--- src/rtl/core/rlba_pkg.sv ---
// package for the rate limited battery averager
// widths, reset values, register indexes and the pipeline load struct
// no dependencies
package rlba_pkg;

	localparam int TIME_W     = 32;
	localparam int ADC_W      = 12;
	localparam int REF_W      = 12;
	localparam int VOLT_W     = 14;
	localparam int CFG_IDX_W  = 1;
	localparam int CFG_DATA_W = 32;

	localparam int RING_DEPTH_DEF = 16;

	localparam logic [TIME_W-1:0] START_TICK      = 32'hE000_0000;
	localparam logic [TIME_W-1:0] RESET_INTERVAL  = TIME_W'((30 * 60 * 10) / 3);
	localparam logic [REF_W-1:0]  RESET_REFERENCE = REF_W'(1210);
	localparam logic [ADC_W:0]    ADC_FULL_SCALE  = (ADC_W+1)'(12'hFFF);
	localparam logic [VOLT_W-1:0] VOLT_MAX        = VOLT_W'(16380);

	typedef enum logic [CFG_IDX_W-1:0] {
		CFG_INTERVAL  = 1'b0,
		CFG_REFERENCE = 1'b1
	} cfg_reg_t;

	// register load strobes, one per pipeline stage
	typedef struct packed {
		logic s1;
		logic s2;
		logic s3;
		logic s4;
		logic s5;
	} pipe_ld_t;

endpackage

--- src/rtl/core/rlba_if.sv ---
// channel interfaces for the rate limited battery averager
// depends on rlba_pkg
interface rlba_in_if;
	logic                         valid;
	logic                         ready;
	logic [rlba_pkg::TIME_W-1:0]  now_ms;
	logic [rlba_pkg::ADC_W-1:0]   adc_code;
	modport source (output valid, output now_ms, output adc_code, input ready);
	modport sink (input valid, input now_ms, input adc_code, output ready);
endinterface

interface rlba_out_if;
	logic                         valid;
	logic                         ready;
	logic                         measured;
	logic [rlba_pkg::VOLT_W-1:0]  voltage_mv;
	modport source (output valid, output measured, output voltage_mv, input ready);
	modport sink (input valid, input measured, input voltage_mv, output ready);
endinterface

interface rlba_cfg_if;
	logic                             valid;
	logic                             ready;
	logic [rlba_pkg::CFG_IDX_W-1:0]   index;
	logic [rlba_pkg::CFG_DATA_W-1:0]  data;
	modport source (output valid, output index, output data, input ready);
	modport sink (input valid, input index, input data, output ready);
endinterface

--- src/rtl/core/rlba_scale.sv ---
// adc code to millivolt scaling: multiply by reference, divide by full scale, times four
// two stages; depends on rlba_pkg
module rlba_scale (
	input  logic                          clk,
	input  rlba_pkg::pipe_ld_t            ld,
	input  logic [rlba_pkg::ADC_W-1:0]    adc_code,
	input  logic [rlba_pkg::REF_W-1:0]    reference_mv,
	output logic [rlba_pkg::VOLT_W-1:0]   mv_s2
);
	localparam int PW = rlba_pkg::ADC_W + rlba_pkg::REF_W;
	localparam int QW = PW - rlba_pkg::ADC_W;

	logic [PW-1:0] prod_s1;
	logic [PW:0]   approx;
	logic [QW:0]   q0;
	logic [PW:0]   rem;
	logic [QW:0]   q;

	// divide by 2^n - 1: estimate low by at most one, then correct
	always_comb begin
		approx = {1'b0, prod_s1} + (PW+1)'(prod_s1 >> rlba_pkg::ADC_W);
		q0     = approx[PW -: QW+1];
		rem    = {1'b0, prod_s1} + (PW+1)'(q0) - ((PW+1)'(q0) << rlba_pkg::ADC_W);
		q      = (rem >= (PW+1)'(rlba_pkg::ADC_FULL_SCALE)) ? q0 + 1'b1 : q0;
	end

	always_ff @(posedge clk) begin
		if (ld.s1) begin
			prod_s1 <= PW'(adc_code) * PW'(reference_mv);
		end
		if (ld.s2) begin
			mv_s2 <= {q[QW-1:0], 2'b00};
		end
	end

endmodule

--- src/rtl/core/rlba_ring.sv ---
// sample ring memory with running sum, read at acceptance, written back two stages later
// depends on rlba_pkg
module rlba_ring #(
	parameter int RING_DEPTH = rlba_pkg::RING_DEPTH_DEF,
	parameter int SUM_W      = rlba_pkg::VOLT_W + $clog2(RING_DEPTH)
) (
	input  logic                          clk,
	input  logic                          arst_n,
	input  rlba_pkg::pipe_ld_t            ld,
	input  logic                          measure,
	input  logic [rlba_pkg::VOLT_W-1:0]   mv_s2,
	output logic [SUM_W-1:0]              sum
);
	localparam int AW = $clog2(RING_DEPTH);
	localparam int VW = rlba_pkg::VOLT_W;

	logic [VW-1:0] mem [RING_DEPTH];

	logic [AW-1:0] wp_q;
	logic          wrapped_q;
	logic          primed_q;
	logic [VW-1:0] fill_q;
	logic [SUM_W-1:0] sum_q;

	logic          act_s1, prime_s1, oldv_s1;
	logic [AW-1:0] pos_s1;
	logic [VW-1:0] rd_s1;
	logic          act_s2, prime_s2, oldv_s2;
	logic [AW-1:0] pos_s2;
	logic [VW-1:0] rd_s2;

	logic          take;
	logic          we;
	logic [VW-1:0] old;

	assign take = ld.s1 && measure;
	assign we   = ld.s3 && act_s2 && !prime_s2;
	assign old  = oldv_s2 ? rd_s2 : fill_q;
	assign sum  = sum_q;

	// read with bypass of a write to the same entry in the same cycle
	always_ff @(posedge clk) begin
		if (we) begin
			mem[pos_s2] <= mv_s2;
		end
		if (take) begin
			rd_s1 <= (we && pos_s2 == wp_q) ? mv_s2 : mem[wp_q];
		end
	end

	always_ff @(posedge clk or negedge arst_n) begin
		if (!arst_n) begin
			wp_q      <= '0;
			wrapped_q <= 1'b0;
			primed_q  <= 1'b0;
			act_s1    <= 1'b0;
			prime_s1  <= 1'b0;
			oldv_s1   <= 1'b0;
			act_s2    <= 1'b0;
			prime_s2  <= 1'b0;
			oldv_s2   <= 1'b0;
			sum_q     <= '0;
		end else begin
			if (take) begin
				if (!primed_q) begin
					primed_q <= 1'b1;
				end else if (wp_q == AW'(RING_DEPTH - 1)) begin
					wp_q      <= '0;
					wrapped_q <= 1'b1;
				end else begin
					wp_q <= wp_q + 1'b1;
				end
			end
			if (ld.s1) begin
				act_s1   <= measure;
				prime_s1 <= !primed_q;
				oldv_s1  <= wrapped_q;
			end
			if (ld.s2) begin
				act_s2   <= act_s1;
				prime_s2 <= prime_s1;
				oldv_s2  <= oldv_s1;
			end
			if (ld.s3 && act_s2) begin
				if (prime_s2) begin
					sum_q <= SUM_W'(mv_s2) * SUM_W'(RING_DEPTH);
				end else begin
					sum_q <= sum_q - SUM_W'(old) + SUM_W'(mv_s2);
				end
			end
		end
	end

	always_ff @(posedge clk) begin
		if (take) begin
			pos_s1 <= wp_q;
		end
		if (ld.s2) begin
			pos_s2 <= pos_s1;
			rd_s2  <= rd_s1;
		end
		if (ld.s3 && act_s2 && prime_s2) begin
			fill_q <= mv_s2;
		end
	end

endmodule

--- src/rtl/core/rlba_divn.sv ---
// mean of the ring: running sum divided by the depth via reciprocal multiply and one correction
// depends on rlba_pkg
module rlba_divn #(
	parameter int RING_DEPTH = rlba_pkg::RING_DEPTH_DEF,
	parameter int SUM_W      = rlba_pkg::VOLT_W + $clog2(RING_DEPTH)
) (
	input  logic                          clk,
	input  rlba_pkg::pipe_ld_t            ld,
	input  logic [SUM_W-1:0]              sum,
	output logic [rlba_pkg::VOLT_W-1:0]   mean
);
	localparam int VW      = rlba_pkg::VOLT_W;
	localparam int SH      = SUM_W + 1;
	localparam int RECIP_I = (2 ** SH) / RING_DEPTH;
	localparam logic [SH-1:0] RECIP = SH'(RECIP_I);
	localparam int MW      = SUM_W + SH;

	logic [MW-1:0]    prod;
	logic [VW-1:0]    q0_s4;
	logic [SUM_W-1:0] sum_s4;
	logic [SUM_W:0]   rem;

	assign prod = MW'(sum) * MW'(RECIP);

	always_ff @(posedge clk) begin
		if (ld.s4) begin
			q0_s4  <= prod[SH +: VW];
			sum_s4 <= sum;
		end
	end

	always_comb begin
		rem  = {1'b0, sum_s4} - (SUM_W+1)'(q0_s4) * (SUM_W+1)'(RING_DEPTH);
		mean = (rem >= (SUM_W+1)'(RING_DEPTH)) ? q0_s4 + 1'b1 : q0_s4;
	end

endmodule

--- src/rtl/core/rate_limited_battery_averager.sv ---
// top level of the rate limited battery averager
// depends on rlba_pkg, rlba_if, rlba_scale, rlba_ring, rlba_divn
//
// One transmit event is taken per clock unless the stages are full behind a waiting result,
// and each gives one result through an elastic five-stage pipeline; new events may enter
// empty stages while a result waits. An event measures when the wrapping millisecond
// difference to the last measured event reaches interval_ms. Samples live in a
// RING_DEPTH-entry memory with a registered read, issued when the event is taken and written
// back two stages later. The first measured event sets the running sum and a fill value, so
// no clearing pass is needed; entries are read from memory only once the ring has wrapped.
module rate_limited_battery_averager #(
	parameter int RING_DEPTH = rlba_pkg::RING_DEPTH_DEF
) (
	input  logic        clk,
	input  logic        arst_n,
	rlba_cfg_if.sink    cfg,
	rlba_in_if.sink     evt,
	rlba_out_if.source  res
);
	localparam int VW    = rlba_pkg::VOLT_W;
	localparam int SUM_W = VW + $clog2(RING_DEPTH);

	logic [rlba_pkg::TIME_W-1:0] interval_q;
	logic [rlba_pkg::REF_W-1:0]  reference_q;
	logic [rlba_pkg::TIME_W-1:0] last_tick_q;
	logic [VW-1:0]               last_volt_q;

	logic v_s1, v_s2, v_s3, v_s4, out_valid_q;
	logic meas_s1, meas_s2, meas_s3, meas_s4, out_meas_q;
	logic [VW-1:0] out_volt_q;

	logic free1, free2, free3, free4, free5;
	logic measure;
	rlba_pkg::pipe_ld_t ld;

	logic [VW-1:0]    mv_s2;
	logic [SUM_W-1:0] sum;
	logic [VW-1:0]    mean;
	logic [VW-1:0]    volt_next;

	// elastic stage handshake
	assign free5 = !out_valid_q || res.ready;
	assign free4 = !v_s4 || free5;
	assign free3 = !v_s3 || free4;
	assign free2 = !v_s2 || free3;
	assign free1 = !v_s1 || free2;

	assign ld.s1 = evt.valid && free1;
	assign ld.s2 = v_s1 && free2;
	assign ld.s3 = v_s2 && free3;
	assign ld.s4 = v_s3 && free4;
	assign ld.s5 = v_s4 && free5;

	assign evt.ready = free1;
	assign cfg.ready = 1'b1;

	assign measure   = (evt.now_ms - last_tick_q) >= interval_q;
	assign volt_next = meas_s4 ? mean : last_volt_q;

	assign res.valid      = out_valid_q;
	assign res.measured   = out_meas_q;
	assign res.voltage_mv = out_volt_q;

	rlba_scale u_scale (
		.clk          (clk),
		.ld           (ld),
		.adc_code     (evt.adc_code),
		.reference_mv (reference_q),
		.mv_s2        (mv_s2)
	);

	rlba_ring #(
		.RING_DEPTH (RING_DEPTH),
		.SUM_W      (SUM_W)
	) u_ring (
		.clk     (clk),
		.arst_n  (arst_n),
		.ld      (ld),
		.measure (measure),
		.mv_s2   (mv_s2),
		.sum     (sum)
	);

	rlba_divn #(
		.RING_DEPTH (RING_DEPTH),
		.SUM_W      (SUM_W)
	) u_divn (
		.clk  (clk),
		.ld   (ld),
		.sum  (sum),
		.mean (mean)
	);

	always_ff @(posedge clk or negedge arst_n) begin
		if (!arst_n) begin
			interval_q  <= rlba_pkg::RESET_INTERVAL;
			reference_q <= rlba_pkg::RESET_REFERENCE;
			last_tick_q <= rlba_pkg::START_TICK;
			last_volt_q <= '0;
			v_s1        <= 1'b0;
			v_s2        <= 1'b0;
			v_s3        <= 1'b0;
			v_s4        <= 1'b0;
			out_valid_q <= 1'b0;
			meas_s1     <= 1'b0;
			meas_s2     <= 1'b0;
			meas_s3     <= 1'b0;
			meas_s4     <= 1'b0;
			out_meas_q  <= 1'b0;
			out_volt_q  <= '0;
		end else begin
			if (cfg.valid) begin
				unique case (cfg.index)
					rlba_pkg::CFG_INTERVAL:  interval_q  <= cfg.data;
					rlba_pkg::CFG_REFERENCE: reference_q <= cfg.data[rlba_pkg::REF_W-1:0];
					default:                 interval_q  <= interval_q;
				endcase
			end
			if (ld.s1 && measure) begin
				last_tick_q <= evt.now_ms;
			end

			v_s1        <= ld.s1 || (v_s1 && !free2);
			v_s2        <= ld.s2 || (v_s2 && !free3);
			v_s3        <= ld.s3 || (v_s3 && !free4);
			v_s4        <= ld.s4 || (v_s4 && !free5);
			out_valid_q <= ld.s5 || (out_valid_q && !res.ready);

			if (ld.s1) begin
				meas_s1 <= measure;
			end
			if (ld.s2) begin
				meas_s2 <= meas_s1;
			end
			if (ld.s3) begin
				meas_s3 <= meas_s2;
			end
			if (ld.s4) begin
				meas_s4 <= meas_s3;
			end
			if (ld.s5) begin
				out_meas_q  <= meas_s4;
				out_volt_q  <= volt_next;
				last_volt_q <= volt_next;
			end
		end
	end

	// a result always shows the latest reported voltage
	a_result_matches_last: assert property (@(posedge clk) disable iff (!arst_n)
		res.valid |-> res.voltage_mv == last_volt_q)
	else $error("result voltage differs from last reported voltage");

	// the mean never leaves the range of a scaled sample
	a_voltage_range: assert property (@(posedge clk) disable iff (!arst_n)
		res.valid |-> res.voltage_mv <= rlba_pkg::VOLT_MAX)
	else $error("result voltage out of range");

	// a rejected event leaves the reported voltage unchanged
	a_reject_holds: assert property (@(posedge clk) disable iff (!arst_n)
		ld.s5 && !meas_s4 |=> last_volt_q == $past(last_volt_q))
	else $error("rejected event changed the reported voltage");

endmodule
--- src/flat_wrapper.sv ---
// flat-port wrapper written by rule: the top's interface ports become plain ports
module rate_limited_battery_averager_flat 
#(
	parameter int RING_DEPTH = rlba_pkg::RING_DEPTH_DEF
)
  (clk, arst_n, cfg_valid, cfg_index, cfg_data, cfg_ready, evt_valid, evt_now_ms, evt_adc_code, evt_ready, res_valid, res_measured, res_voltage_mv, res_ready);
  rlba_cfg_if cfg_i ();
  rlba_in_if evt_i ();
  rlba_out_if res_i ();
  input  logic clk;
  input  logic arst_n;
  input wire logic [$bits(cfg_i.valid)-1:0] cfg_valid;
  input wire logic [$bits(cfg_i.index)-1:0] cfg_index;
  input wire logic [$bits(cfg_i.data)-1:0] cfg_data;
  output wire logic [$bits(cfg_i.ready)-1:0] cfg_ready;
  input wire logic [$bits(evt_i.valid)-1:0] evt_valid;
  input wire logic [$bits(evt_i.now_ms)-1:0] evt_now_ms;
  input wire logic [$bits(evt_i.adc_code)-1:0] evt_adc_code;
  output wire logic [$bits(evt_i.ready)-1:0] evt_ready;
  output wire logic [$bits(res_i.valid)-1:0] res_valid;
  output wire logic [$bits(res_i.measured)-1:0] res_measured;
  output wire logic [$bits(res_i.voltage_mv)-1:0] res_voltage_mv;
  input wire logic [$bits(res_i.ready)-1:0] res_ready;
  assign cfg_i.valid = cfg_valid;
  assign cfg_i.index = cfg_index;
  assign cfg_i.data = cfg_data;
  assign cfg_ready = cfg_i.ready;
  assign evt_i.valid = evt_valid;
  assign evt_i.now_ms = evt_now_ms;
  assign evt_i.adc_code = evt_adc_code;
  assign evt_ready = evt_i.ready;
  assign res_valid = res_i.valid;
  assign res_measured = res_i.measured;
  assign res_voltage_mv = res_i.voltage_mv;
  assign res_i.ready = res_ready;
  rate_limited_battery_averager #(.RING_DEPTH(RING_DEPTH)) u_core (.clk(clk), .arst_n(arst_n), .cfg(cfg_i), .evt(evt_i), .res(res_i));
endmodule
--- config.mk ---
export PLATFORM = sky130hd
export DESIGN_NAME = rate_limited_battery_averager_flat
export DESIGN_NICKNAME = d
export VERILOG_FILES = /design/src/rtl/core/rlba_pkg.sv /design/src/rtl/core/rlba_if.sv /design/src/rtl/core/rlba_scale.sv /design/src/rtl/core/rlba_ring.sv /design/src/rtl/core/rlba_divn.sv /design/src/rtl/core/rate_limited_battery_averager.sv /design/src/flat_wrapper.sv
export SDC_FILE = /design/constraint.sdc
export NUM_CORES = 1
export LEC_CHECK = 0
export ABC_CLOCK_PERIOD_IN_PS = 9600
export BUFFER_PORTS_ARGS = -buffer_cell sky130_fd_sc_hd__buf_4
export CORE_AREA = 2 2 293 295
export CTS_BUF_LIST = sky130_fd_sc_hd__clkbuf_4 sky130_fd_sc_hd__clkbuf_8
export DETAILED_ROUTE_END_ITERATION = 7
export DIE_AREA = 0 0 295 297
export GPL_TIMING_DRIVEN = 0
export PLACE_DENSITY = 0.46
export SLEW_MARGIN = 20
export SYNTH_ARGS = -nofsm -noshare
export SYNTH_HDL_FRONTEND = slang
export SYNTH_SLANG_ARGS = --single-unit
--- constraint.sdc ---
create_clock -name clk -period 9.6 [get_ports clk]
set_input_delay 0.48 -clock clk [delete_from_list [all_inputs] [get_ports clk]]
set_output_delay 0.48 -clock clk [all_outputs]
set_load 0.01 [all_outputs]
==> run_results.csv, run 1 <==
group,metric,value,unit
outcome,status,"finished clean",
yosys,synth-edff-count,286,
global_routing,antenna_found_initial,6,
floorplan,io-pin-count,100,
floorplan,die_y,297,um
worst_hold_path,hold_depth,3,
setup_path,worst_ep_arrival_time,6830,ps
setup_path,timing.setup.critical_path_class,"flip-flop to flip-flop",
timing,final-max-slew-violation-count,0,
timing,period_share,0.675,
timing,period_minus_slack,6480,ps
timing,fin_skew,51.9,ps
yosys,synth_area_leaders,"edfxtp_1 33%, dfrtp_1 11%, ha_1 9.6%",
finish,most-common-layout-cells,"294 x inv_1, 286 x edfxtp_1, 214 x nand2_1, 199 x ha_1, 114 x fa_1",
yosys,synth_cell_types,81,
yosys,avgSynthCellArea,11.8,um^2
yosys,synth_area,25900,um^2
detailed_routing,route.detailed.drc,0,
placement,portBuffers,98,
yosys,yosysTopAreaCell,"edfxtp_1",
yosys,async_flop_share,0.306,
timing,setup_violations,0,
detailed_routing,drtPass1Iterations,5,
finish,fillers,8391,
clock_network,cts_resized,0,
floorplan,die_w,295,um
clock_network,cts_tree,"built",
yosys,ys.flop_type,"edfxtp_1",
finish,regArea,11800,um^2
setup_path,path_depth,25,
global_routing,grt_max_degree,93,
yosys,seq_area_frac_synth,0.454,
clock_network,max-clock-path-buffers,3,
timing,rsz0062_at_grt,"false",
finish,layout-drive-gt1-share,0.178,
clock_network,htreeDepth,3,
finish,multiInputGateArea,12800,um^2
clock_network,clk_latency,660,ps
detailed_routing,dr_total_vias,17021,
global_routing,grt_pass1_wl,100000,um
detailed_routing,ant_nets,0,
finish,finalNetCount,2780,
setup_path,reg2reg_depth,25,
floorplan,fp.dieArea,87600,um^2
placement,hpwl,47800,um
setup_path,critPathMostFrequentCell,"ha_1",
global_routing,grt-ovfl-total,0,
yosys,syn_nets,2595,
setup_path,max_stage_delay,520,ps
setup_path,worst_setup_path_end_kind,"flip-flop",
setup_path,cp_slowest_cell,"edfxtp_1",
clock_network,clkTransAtPathRegs,60,ps
finish,area_growth,14.8,%
yosys,synth_seq_cells,412,
detailed_routing,wire_per_inst,17.6,um
timing,fmax,154,MHz
worst_hold_path,hp-class,"input port to flip-flop",
global_routing,grt_pass1_vias,17882,
setup_path,critPathTopFamily,"compound AO/OA/AOI/OAI gates",
clock_network,numCtsBuffers,72,
yosys,yosysTopAreaCellShare,0.332,
finish,final_common_cell,"inv_1",
timing,worst_pin_slew,1000,ps
timing,tns,0,ps
floorplan,core,84500,um^2
clock_network,clkSinkCount,412,
detailed_routing,drtIter0Drc,944,
detailed_routing,wl,63200,um
yosys,synth_warnings,0,
clock_network,ctsRootBufferMaster,"clkbuf_8",
timing,hold_viol_final,0,
run,drv_cap,0,
yosys,syn_inst,2200,
setup_path,required,9950,ps
floorplan,start_util,0.307,
global_routing,grt_usage,0.146,
setup_path,path_buf_inv,3,
timing,slew_headroom,0.333,
detailed_routing,vias_per_cell,4.74,
setup_path,crit_fanout,10,
setup_path,startpoint_type,"flip-flop",
placement,gp_congestion,0.843,
floorplan,rows,107,
## per-layer routing
metal	track usage	up-vias	routed length, um
met3	0.0279	96	2390
met4	0.0412	0	1500
met1	0.196	8513	29100
li1	-	8123	-
met5	0	-	0
met2	0.241	289	30300
## Yosys cell counts (35+ instances only)
master / n
a21o_1: 37
a21oi_1: 76
and2_1: 53
clkbuf_1: 61
dfrtp_1: 110
edfxtp_1: 286
fa_1: 114
ha_1: 199
inv_1: 295
mux2_2: 90
mux4_2: 60
nand2_1: 214
nand3_1: 35
nor2_1: 71
nor3_1: 36
o21ai_0: 82
xnor2_1: 62
## timing repair
item / 4_1_cts / 5_1_grt
setup endpoints to repair: 0 / 0
hold buffers: 8 / 0
buffers inserted: 0 / 0
endpoints found under the hold margin: 41 / 0
## registers in the layout, summed over array words and instances (netlist names), 4 cells and up
signal	flops
u_core.u_ring.pos_s2	4
u_core.u_scale.mv_s2	12
u_core.u_ring.pos_s1	4
u_core.u_ring.sum	16
u_core.reference_q	12
u_core.u_ring.fill_q	12
u_core.last_tick_q	32
u_core.u_scale.prod_s1	24
u_core.u_ring.rd_s1	12
u_core.u_ring.wp_q	4
u_core.u_divn.q0_s4	14
u_core.res.voltage_mv	14
u_core.interval_q	32
u_core.u_ring.mem	192
u_core.u_ring.rd_s2	12
## cell families (layout without fill, tap and decap cells)
group	after synthesis	count (layout)	share of synthesized area
fa+ha+maj	313	313	0.184
buf+inv	372	613	0.0545
simple gates	517	517	0.0953
mux	157	157	0.0942
compound gates	338	338	0.0871
xor+xnor	90	90	0.0304
flops	412	412	0.454
other cells	1	4	0.000145
## through the flow
step / worst slack [ps] / hold WS, ps / area [um^2] / cells / utilization
floorplan: 4090 / 184 / 25900 / 2200 / -
global placement: 3100 / 406 / 28100 / 3442 / 0.332
detailed placement: 3170 / 380 / 28200 / 3447 / 0.334
CTS: 3150 / 2.91 / 29700 / 3585 / 0.352
global route: 2750 / 3.34 / 29700 / 3588 / 0.352
finish: 3120 / 54.4 / 29700 / 3588 / 0.352
## layout make-up
| cell class | count | share of cell area |
|---|---|---|
| inverters | 295 | 0.0372 |
| flip-flops and latches | 412 | 0.396 |
| repair buffers | 111 | 0.0296 |
| clock buffers | 96 | 0.0402 |
| multi-input cells | 1416 | 0.430 |
| clock inverters | 34 | 0.00875 |
| diodes | 3 | 0.000253 |
| plain buffers | 77 | 0.0102 |
| well taps | 1144 | 0.0482 |
## worst min-delay path, cell delays in order
cell	delay, ps
buf_4	90
nand2_1	50
o21ai_0	60
## path summary, 6_finish.rpt
path                                            end  slack (ps)                        from
max                        u_core.u_scale.mv_s2[11]        3120  u_core.u_scale.prod_s1[17]
min                            u_core.interval_q[7]          50                 cfg_data[7]
max reg2reg                u_core.u_scale.mv_s2[11]        3120  u_core.u_scale.prod_s1[17]
min reg2reg                  u_core.u_ring.rd_s2[8]         420      u_core.u_ring.rd_s1[8]
max in group asynchronous      u_core.interval_q[9]        8480                      arst_n
min in group asynchronous  u_core.res.voltage_mv[7]         300                      arst_n
Power of run 1 is left out: the tool's default activity adds up to more than one toggle a clock period on the data nets, which glitch-free logic cannot reach.
==> run 2: changes to the inputs <==
- ABC_CLOCK_PERIOD_IN_PS: 9600 -> 6600
- clock period: 9.6 -> 6.6 ns (I/O delays scaled with it)
==> run_results.csv, run 2 (synthesized netlist as in run 1, its figures left out) <==
group,metric,value,unit
outcome,status,"finished clean",
power,power_density,568,nW/um^2
finish,most-common-layout-cells,"294 x inv_1, 286 x edfxtp_1, 214 x nand2_1, 198 x ha_1, 114 x fa_1",
setup_path,timing.critical_path.from,"u_core.u_scale.prod_s1[5]",
global_routing,busiest_layer,"met2",
setup_path,r2r-start,"u_core.u_scale.prod_s1[5]",
timing,period_minus_slack,6240,ps
clock_network,cts_tree,"built",
detailed_routing,drtIter0Drc,929,
global_routing,grt_pass1_vias,18190,
placement,portBuffers,98,
timing,final-max-slew-violation-count,0,
floorplan,die_w,295,um
timing,fmax,160,MHz
detailed_routing,vias_per_cell,4.74,
floorplan,core,84500,um^2
global_routing,grt_usage,0.148,
clock_network,numCtsBuffers,72,
global_routing,grt_max_degree,93,
power,totalPowerFinal,0.0173,W
timing,worst_pin_slew,1000,ps
finish,regArea,11800,um^2
detailed_routing,dr_total_vias,17284,
detailed_routing,wl,63700,um
finish,fin_util,0.360,
floorplan,rows,107,
finish,area_growth,17.3,%
detailed_routing,wire_per_inst,17.5,um
timing,fin_hold_ws,79.6,ps
clock_network,max-clock-path-buffers,3,
setup_path,worst_ep_arrival_time,6700,ps
detailed_routing,ant_nets,0,
global_routing,met2_usage,0.245,
setup_path,required,7060,ps
finish,fillers,8350,
finish,largest_register_ffs,192,
power,p_leak,12.7,nW
run,drv_cap,0,
detailed_routing,route.detailed.drc,0,
setup_path,timing.setup.critical_path_class,"flip-flop to flip-flop",
clock_network,clkSinkCount,412,
setup_path,crit_fanout,7,
timing,fin_skew,46.9,ps
timing,setup_violations,0,
floorplan,start_util,0.307,
setup_path,worst_setup_path_end_kind,"flip-flop",
worst_hold_path,hp-class,"input port to flip-flop",
finish,finalNetCount,2842,
clock_network,htreeDepth,3,
global_routing,grt_use_met3,0.0270,
clock_network,clkTransAtPathRegs,60,ps
global_routing,grt-ovfl-total,0,
detailed_routing,drtPass1Iterations,5,
timing,setup_ws,364,ps
placement,gp_congestion,0.843,
timing,tns,0,ps
finish,regMostFlops,"u_core.u_ring.mem",
power,vdd_ir_drop_max,0.000330,V
finish,final_common_cell,"inv_1",
global_routing,met1_usage,0.197,
timing,slew_headroom,0.332,
setup_path,startpoint_type,"flip-flop",
placement,hpwl,47800,um
finish,reg_top3,"u_core.u_ring.mem: 192 flops, u_core.interval_q: 32 flops, u_core.last_tick_q: 32 flops",
timing,hold_viol_final,0,
setup_path,ff2ff_setup_slack,360,ps
floorplan,io-pin-count,100,
global_routing,antenna_found_initial,6,
global_routing,grt_pass1_wl,101000,um
timing,period_share,0.945,
finish,layout-drive-gt1-share,0.178,
clock_network,clk_latency,650,ps
worst_hold_path,min_from,"cfg_valid",
placement,pre_cts_ws,168,ps
floorplan,fp.dieArea,87600,um^2
floorplan,die_y,297,um
finish,multiInputGateArea,12800,um^2
timing,rsz0062_at_grt,"false",
clock_network,ctsRootBufferMaster,"clkbuf_8",
-- run 2: cell count changes in the layout (fill, tap and decap cells not counted), sizes merged --
cell,delta
buf,+3
dlygate4sd3,+59
-- run 2: layer usage --
metal | routed length [um] | up-vias
met5 | 0 | -
met4 | 1440 | 0
met3 | 2480 | 99
met2 | 30700 | 311
met1 | 29100 | 8629
li1 | - | 8245
-- run 2: repair_timing --
action | in CTS | in global routing
hold buffers | 67 | 0
buffers inserted | 0 | 3
hold endpoints to repair | 189 | 0
resized for setup | 0 | 12
setup endpoints to repair | 0 | 12
-- run 2: layout make-up --
| type | count | share of cell area |
|---|---|---|
| clock inverter | 34 | 0.00856 |
| inverter | 295 | 0.0364 |
| multi-input combinational | 1416 | 0.422 |
| antenna | 3 | 0.000247 |
| tap | 1144 | 0.0471 |
| buffer | 77 | 0.0100 |
| sequential | 412 | 0.387 |
| clock buffer | 96 | 0.0394 |
| timing repair buffer | 173 | 0.0492 |
-- run 2: worst max-delay path: stages (launching register included) --
cell and delay (ps):
edfxtp_1 430, ha_1 330, a211oi_1 310, o21ai_0 130
o211ai_1 240, nand4b_1 190, nand3_1 190, and3_1 260
and2_1 160, ha_1 340, inv_1 140, ha_1 300
inv_1 40, ha_1 400, a21o_1 300, a2111oi_4 410
a21oi_2 150, o31ai_2 400, a21oi_2 140, mux2_4 310
a22o_1 190, nand4_2 180, or4b_1 470, o211ai_2 80
-- run 2: stage by stage --
step | instance area (um^2) | cells
2_1_floorplan | 25900 | 2200
3_3_place_gp | 28100 | 3442
3_5_place_dp | 28200 | 3447
4_1_cts | 30300 | 3644
5_1_grt | 30400 | 3650
6_report | 30400 | 3650
-- run 2: final timing paths --
path	end	depth (start not counted)
worst min-delay path	u_core.reference_q[9]	3
worst min register to register	u_core.u_ring.rd_s2[8]	0
max in group asynchronous	u_core.interval_q[9]	3
worst max-delay path	u_core.u_scale.mv_s2[6]	23
worst max register to register	u_core.u_scale.mv_s2[6]	23
min in group asynchronous	u_core.res.voltage_mv[7]	2
-- run 2: power breakdown --
part / leakage, nW / switching (W) / total (W) / internal, W
Combinational: 7.87 / 0.00593 / 0.0106 / 0.00465
Clock: 0.771 / 0.00107 / 0.00238 / 0.00131
Sequential: 4.10 / 0.000516 / 0.00430 / 0.00378
Power figures use the tool's default switching activity.
==> run 3: changes to the inputs <==
- PLACE_DENSITY: 0.46 -> not set
- PLACE_DENSITY_LB_ADDON: not set -> 0.2
==> run_results.csv, run 3 (synthesized netlist as in run 1, its figures left out) <==
group,metric,value,unit
timing,fmax,159,MHz
placement,hpwl,47600,um
timing,hold_viol_final,0,
placement,dpl.cell_count,3447,
setup_path,r2r-end,"u_core.u_scale.mv_s2[6]",
setup_path,required,7050,ps
finish,most-common-layout-cells,"294 x inv_1, 286 x edfxtp_1, 214 x nand2_1, 199 x ha_1, 114 x fa_1",
global_routing,grt-ovfl-total,0,
detailed_routing,drtIter0Drc,947,
clock_network,clkTransAtPathRegs,60,ps
floorplan,io-pin-count,100,
detailed_routing,wl,63300,um
timing,fin_skew,47.3,ps
finish,multiInputGateArea,12800,um^2
detailed_routing,route.detailed.drc,0,
setup_path,cp_slowest_cell,"or4b_1",
finish,reg_top3,"u_core.u_ring.mem: 192 flops, u_core.interval_q: 32 flops, u_core.last_tick_q: 32 flops",
setup_path,worst_setup_path_end_kind,"flip-flop",
floorplan,fp.dieArea,87600,um^2
setup_path,reg2reg_depth,25,
setup_path,worst_ep_arrival_time,6760,ps
detailed_routing,drtPass1Iterations,5,
finish,finalNetCount,2842,
global_routing,grt_max_degree,94,
floorplan,die_y,297,um
detailed_routing,ant_nets,0,
floorplan,rows,107,
clock_network,ctsRootBufferMaster,"clkbuf_8",
timing,period_share,0.956,
finish,fillers,8357,
floorplan,start_util,0.307,
placement,portBuffers,98,
global_routing,grt_pass1_vias,18456,
timing,setup_violations,0,
finish,layout-drive-gt1-share,0.178,
global_routing,antenna_found_initial,3,
finish,regMostFlops,"u_core.u_ring.mem",
timing,period_minus_slack,6310,ps
setup_path,crit_fanout,7,
floorplan,core,84500,um^2
clock_network,htreeDepth,3,
finish,largest_register_ffs,192,
outcome,status,"finished clean",
worst_hold_path,min_from,"cfg_valid",
setup_path,r2r-start,"u_core.u_scale.prod_s1[5]",
detailed_routing,vias_per_cell,4.76,
finish,fin_util,0.361,
finish,area_growth,17.7,%
run,drv_cap,0,
worst_hold_path,min_to,"u_core.reference_q[8]",
setup_path,timing.setup.critical_path_class,"flip-flop to flip-flop",
clock_network,numCtsBuffers,72,
global_routing,grt_pass1_wl,101000,um
setup_path,critPathMostFrequentCell,"ha_1",
worst_hold_path,hp-class,"input port to flip-flop",
timing,final-max-slew-violation-count,0,
setup_path,startpoint_type,"flip-flop",
power,power_density,571,nW/um^2
finish,fin_cells,3647,
finish,final_common_cell,"inv_1",
setup_path,max_stage_delay,460,ps
power,vdd_ir_drop_max,0.000364,V
setup_path,ff2ff_setup_slack,290,ps
timing,slew_headroom,0.341,
power,totalPowerFinal,0.0174,W
clock_network,cts_tree,"built",
detailed_routing,dr_total_vias,17371,
detailed_routing,wire_per_inst,17.4,um
timing,tns,0,ps
floorplan,die_w,295,um
clock_network,clk_latency,650,ps
placement,gp_congestion,0.846,
clock_network,clkSinkCount,412,
global_routing,grt_usage,0.147,
timing,worst_pin_slew,988,ps
worst_hold_path,hold_depth,3,
clock_network,max-clock-path-buffers,3,
power,p_leak,12.8,nW
timing,rsz0062_at_grt,"false",
finish,regArea,11800,um^2
run 3: changes by cell type in the layout (fill, tap and decap cells not counted), sizes merged:
cell,before,now
clkinv,26,15
clkbuf,157,164
bufinv,3,6
diode,3,2
inv,297,296
run 3: how the worst max path moves through the flow:
stage                               start  slack (ps)  cells after the start                         end
2_1_floorplan       u_core.reference_q[5]        1090                     19  u_core.u_scale.prod_s1[22]
3_3_place_gp   u_core.u_scale.prod_s1[13]         240                     24    u_core.u_scale.mv_s2[12]
3_5_place_dp   u_core.u_scale.prod_s1[17]         120                     24    u_core.u_scale.mv_s2[12]
4_1_cts        u_core.u_scale.prod_s1[17]         130                     23     u_core.u_scale.mv_s2[2]
5_1_grt         u_core.u_scale.prod_s1[5]          50                     25     u_core.u_scale.mv_s2[6]
6_report        u_core.u_scale.prod_s1[5]         290                     25     u_core.u_scale.mv_s2[6]
run 3: timing repair:
| action | in CTS | in global routing |
|---|---|---|
| hold buffers | 67 | 0 |
| resized for setup | 0 | 9 |
| endpoints found under the setup margin | 0 | 12 |
| buffers inserted | 0 | 3 |
| endpoints found under the hold margin | 189 | 0 |
run 3: power by group:
| part | leakage (nW) | switching (W) | internal (W) | total, W |
|---|---|---|---|---|
| sequential | 4.10 | 0.000527 | 0.00378 | 0.00431 |
| combinational | 7.88 | 0.00590 | 0.00463 | 0.0105 |
| clock | 0.820 | 0.00107 | 0.00149 | 0.00256 |
run 3: final cells by class:
class / count / area share
well taps: 1144 / 0.0470
inverters: 295 / 0.0363
flip-flops and latches: 412 / 0.386
clock inverters: 25 / 0.00956
clock buffers: 103 / 0.0420
repair buffers: 173 / 0.0490
diodes: 2 / 0.000164
plain buffers: 77 / 0.0100
multi-input cells: 1416 / 0.420
run 3: worst max-delay path, delay by kind of cell, from the launching register on:
kind                       cells  cell delay (ps)
adders and majority gates      4             1370
muxes                          1              330
AOI/OAI and AO/OA              8             1590
buffers and inverters          3              270
DFF                            1              430
and+or+nand+nor                9             2140
run 3: per-layer routing:
layer | global-route usage | wire, um
met4 | 0.0407 | 1370
met3 | 0.0246 | 2500
met1 | 0.196 | 28900
met5 | 0 | 0
met2 | 0.246 | 30500
run 3: stage by stage:
stage | worst slack, ps | area, um^2 | hold slack [ps]
after global placement | 236 | 28100 | 407
after global routing | 45.5 | 30500 | 70.8
after detailed placement | 124 | 28200 | 222
after CTS | 126 | 30400 | 25.1
final | 291 | 30500 | 93.4
after floorplan | 1090 | 25900 | 34.4
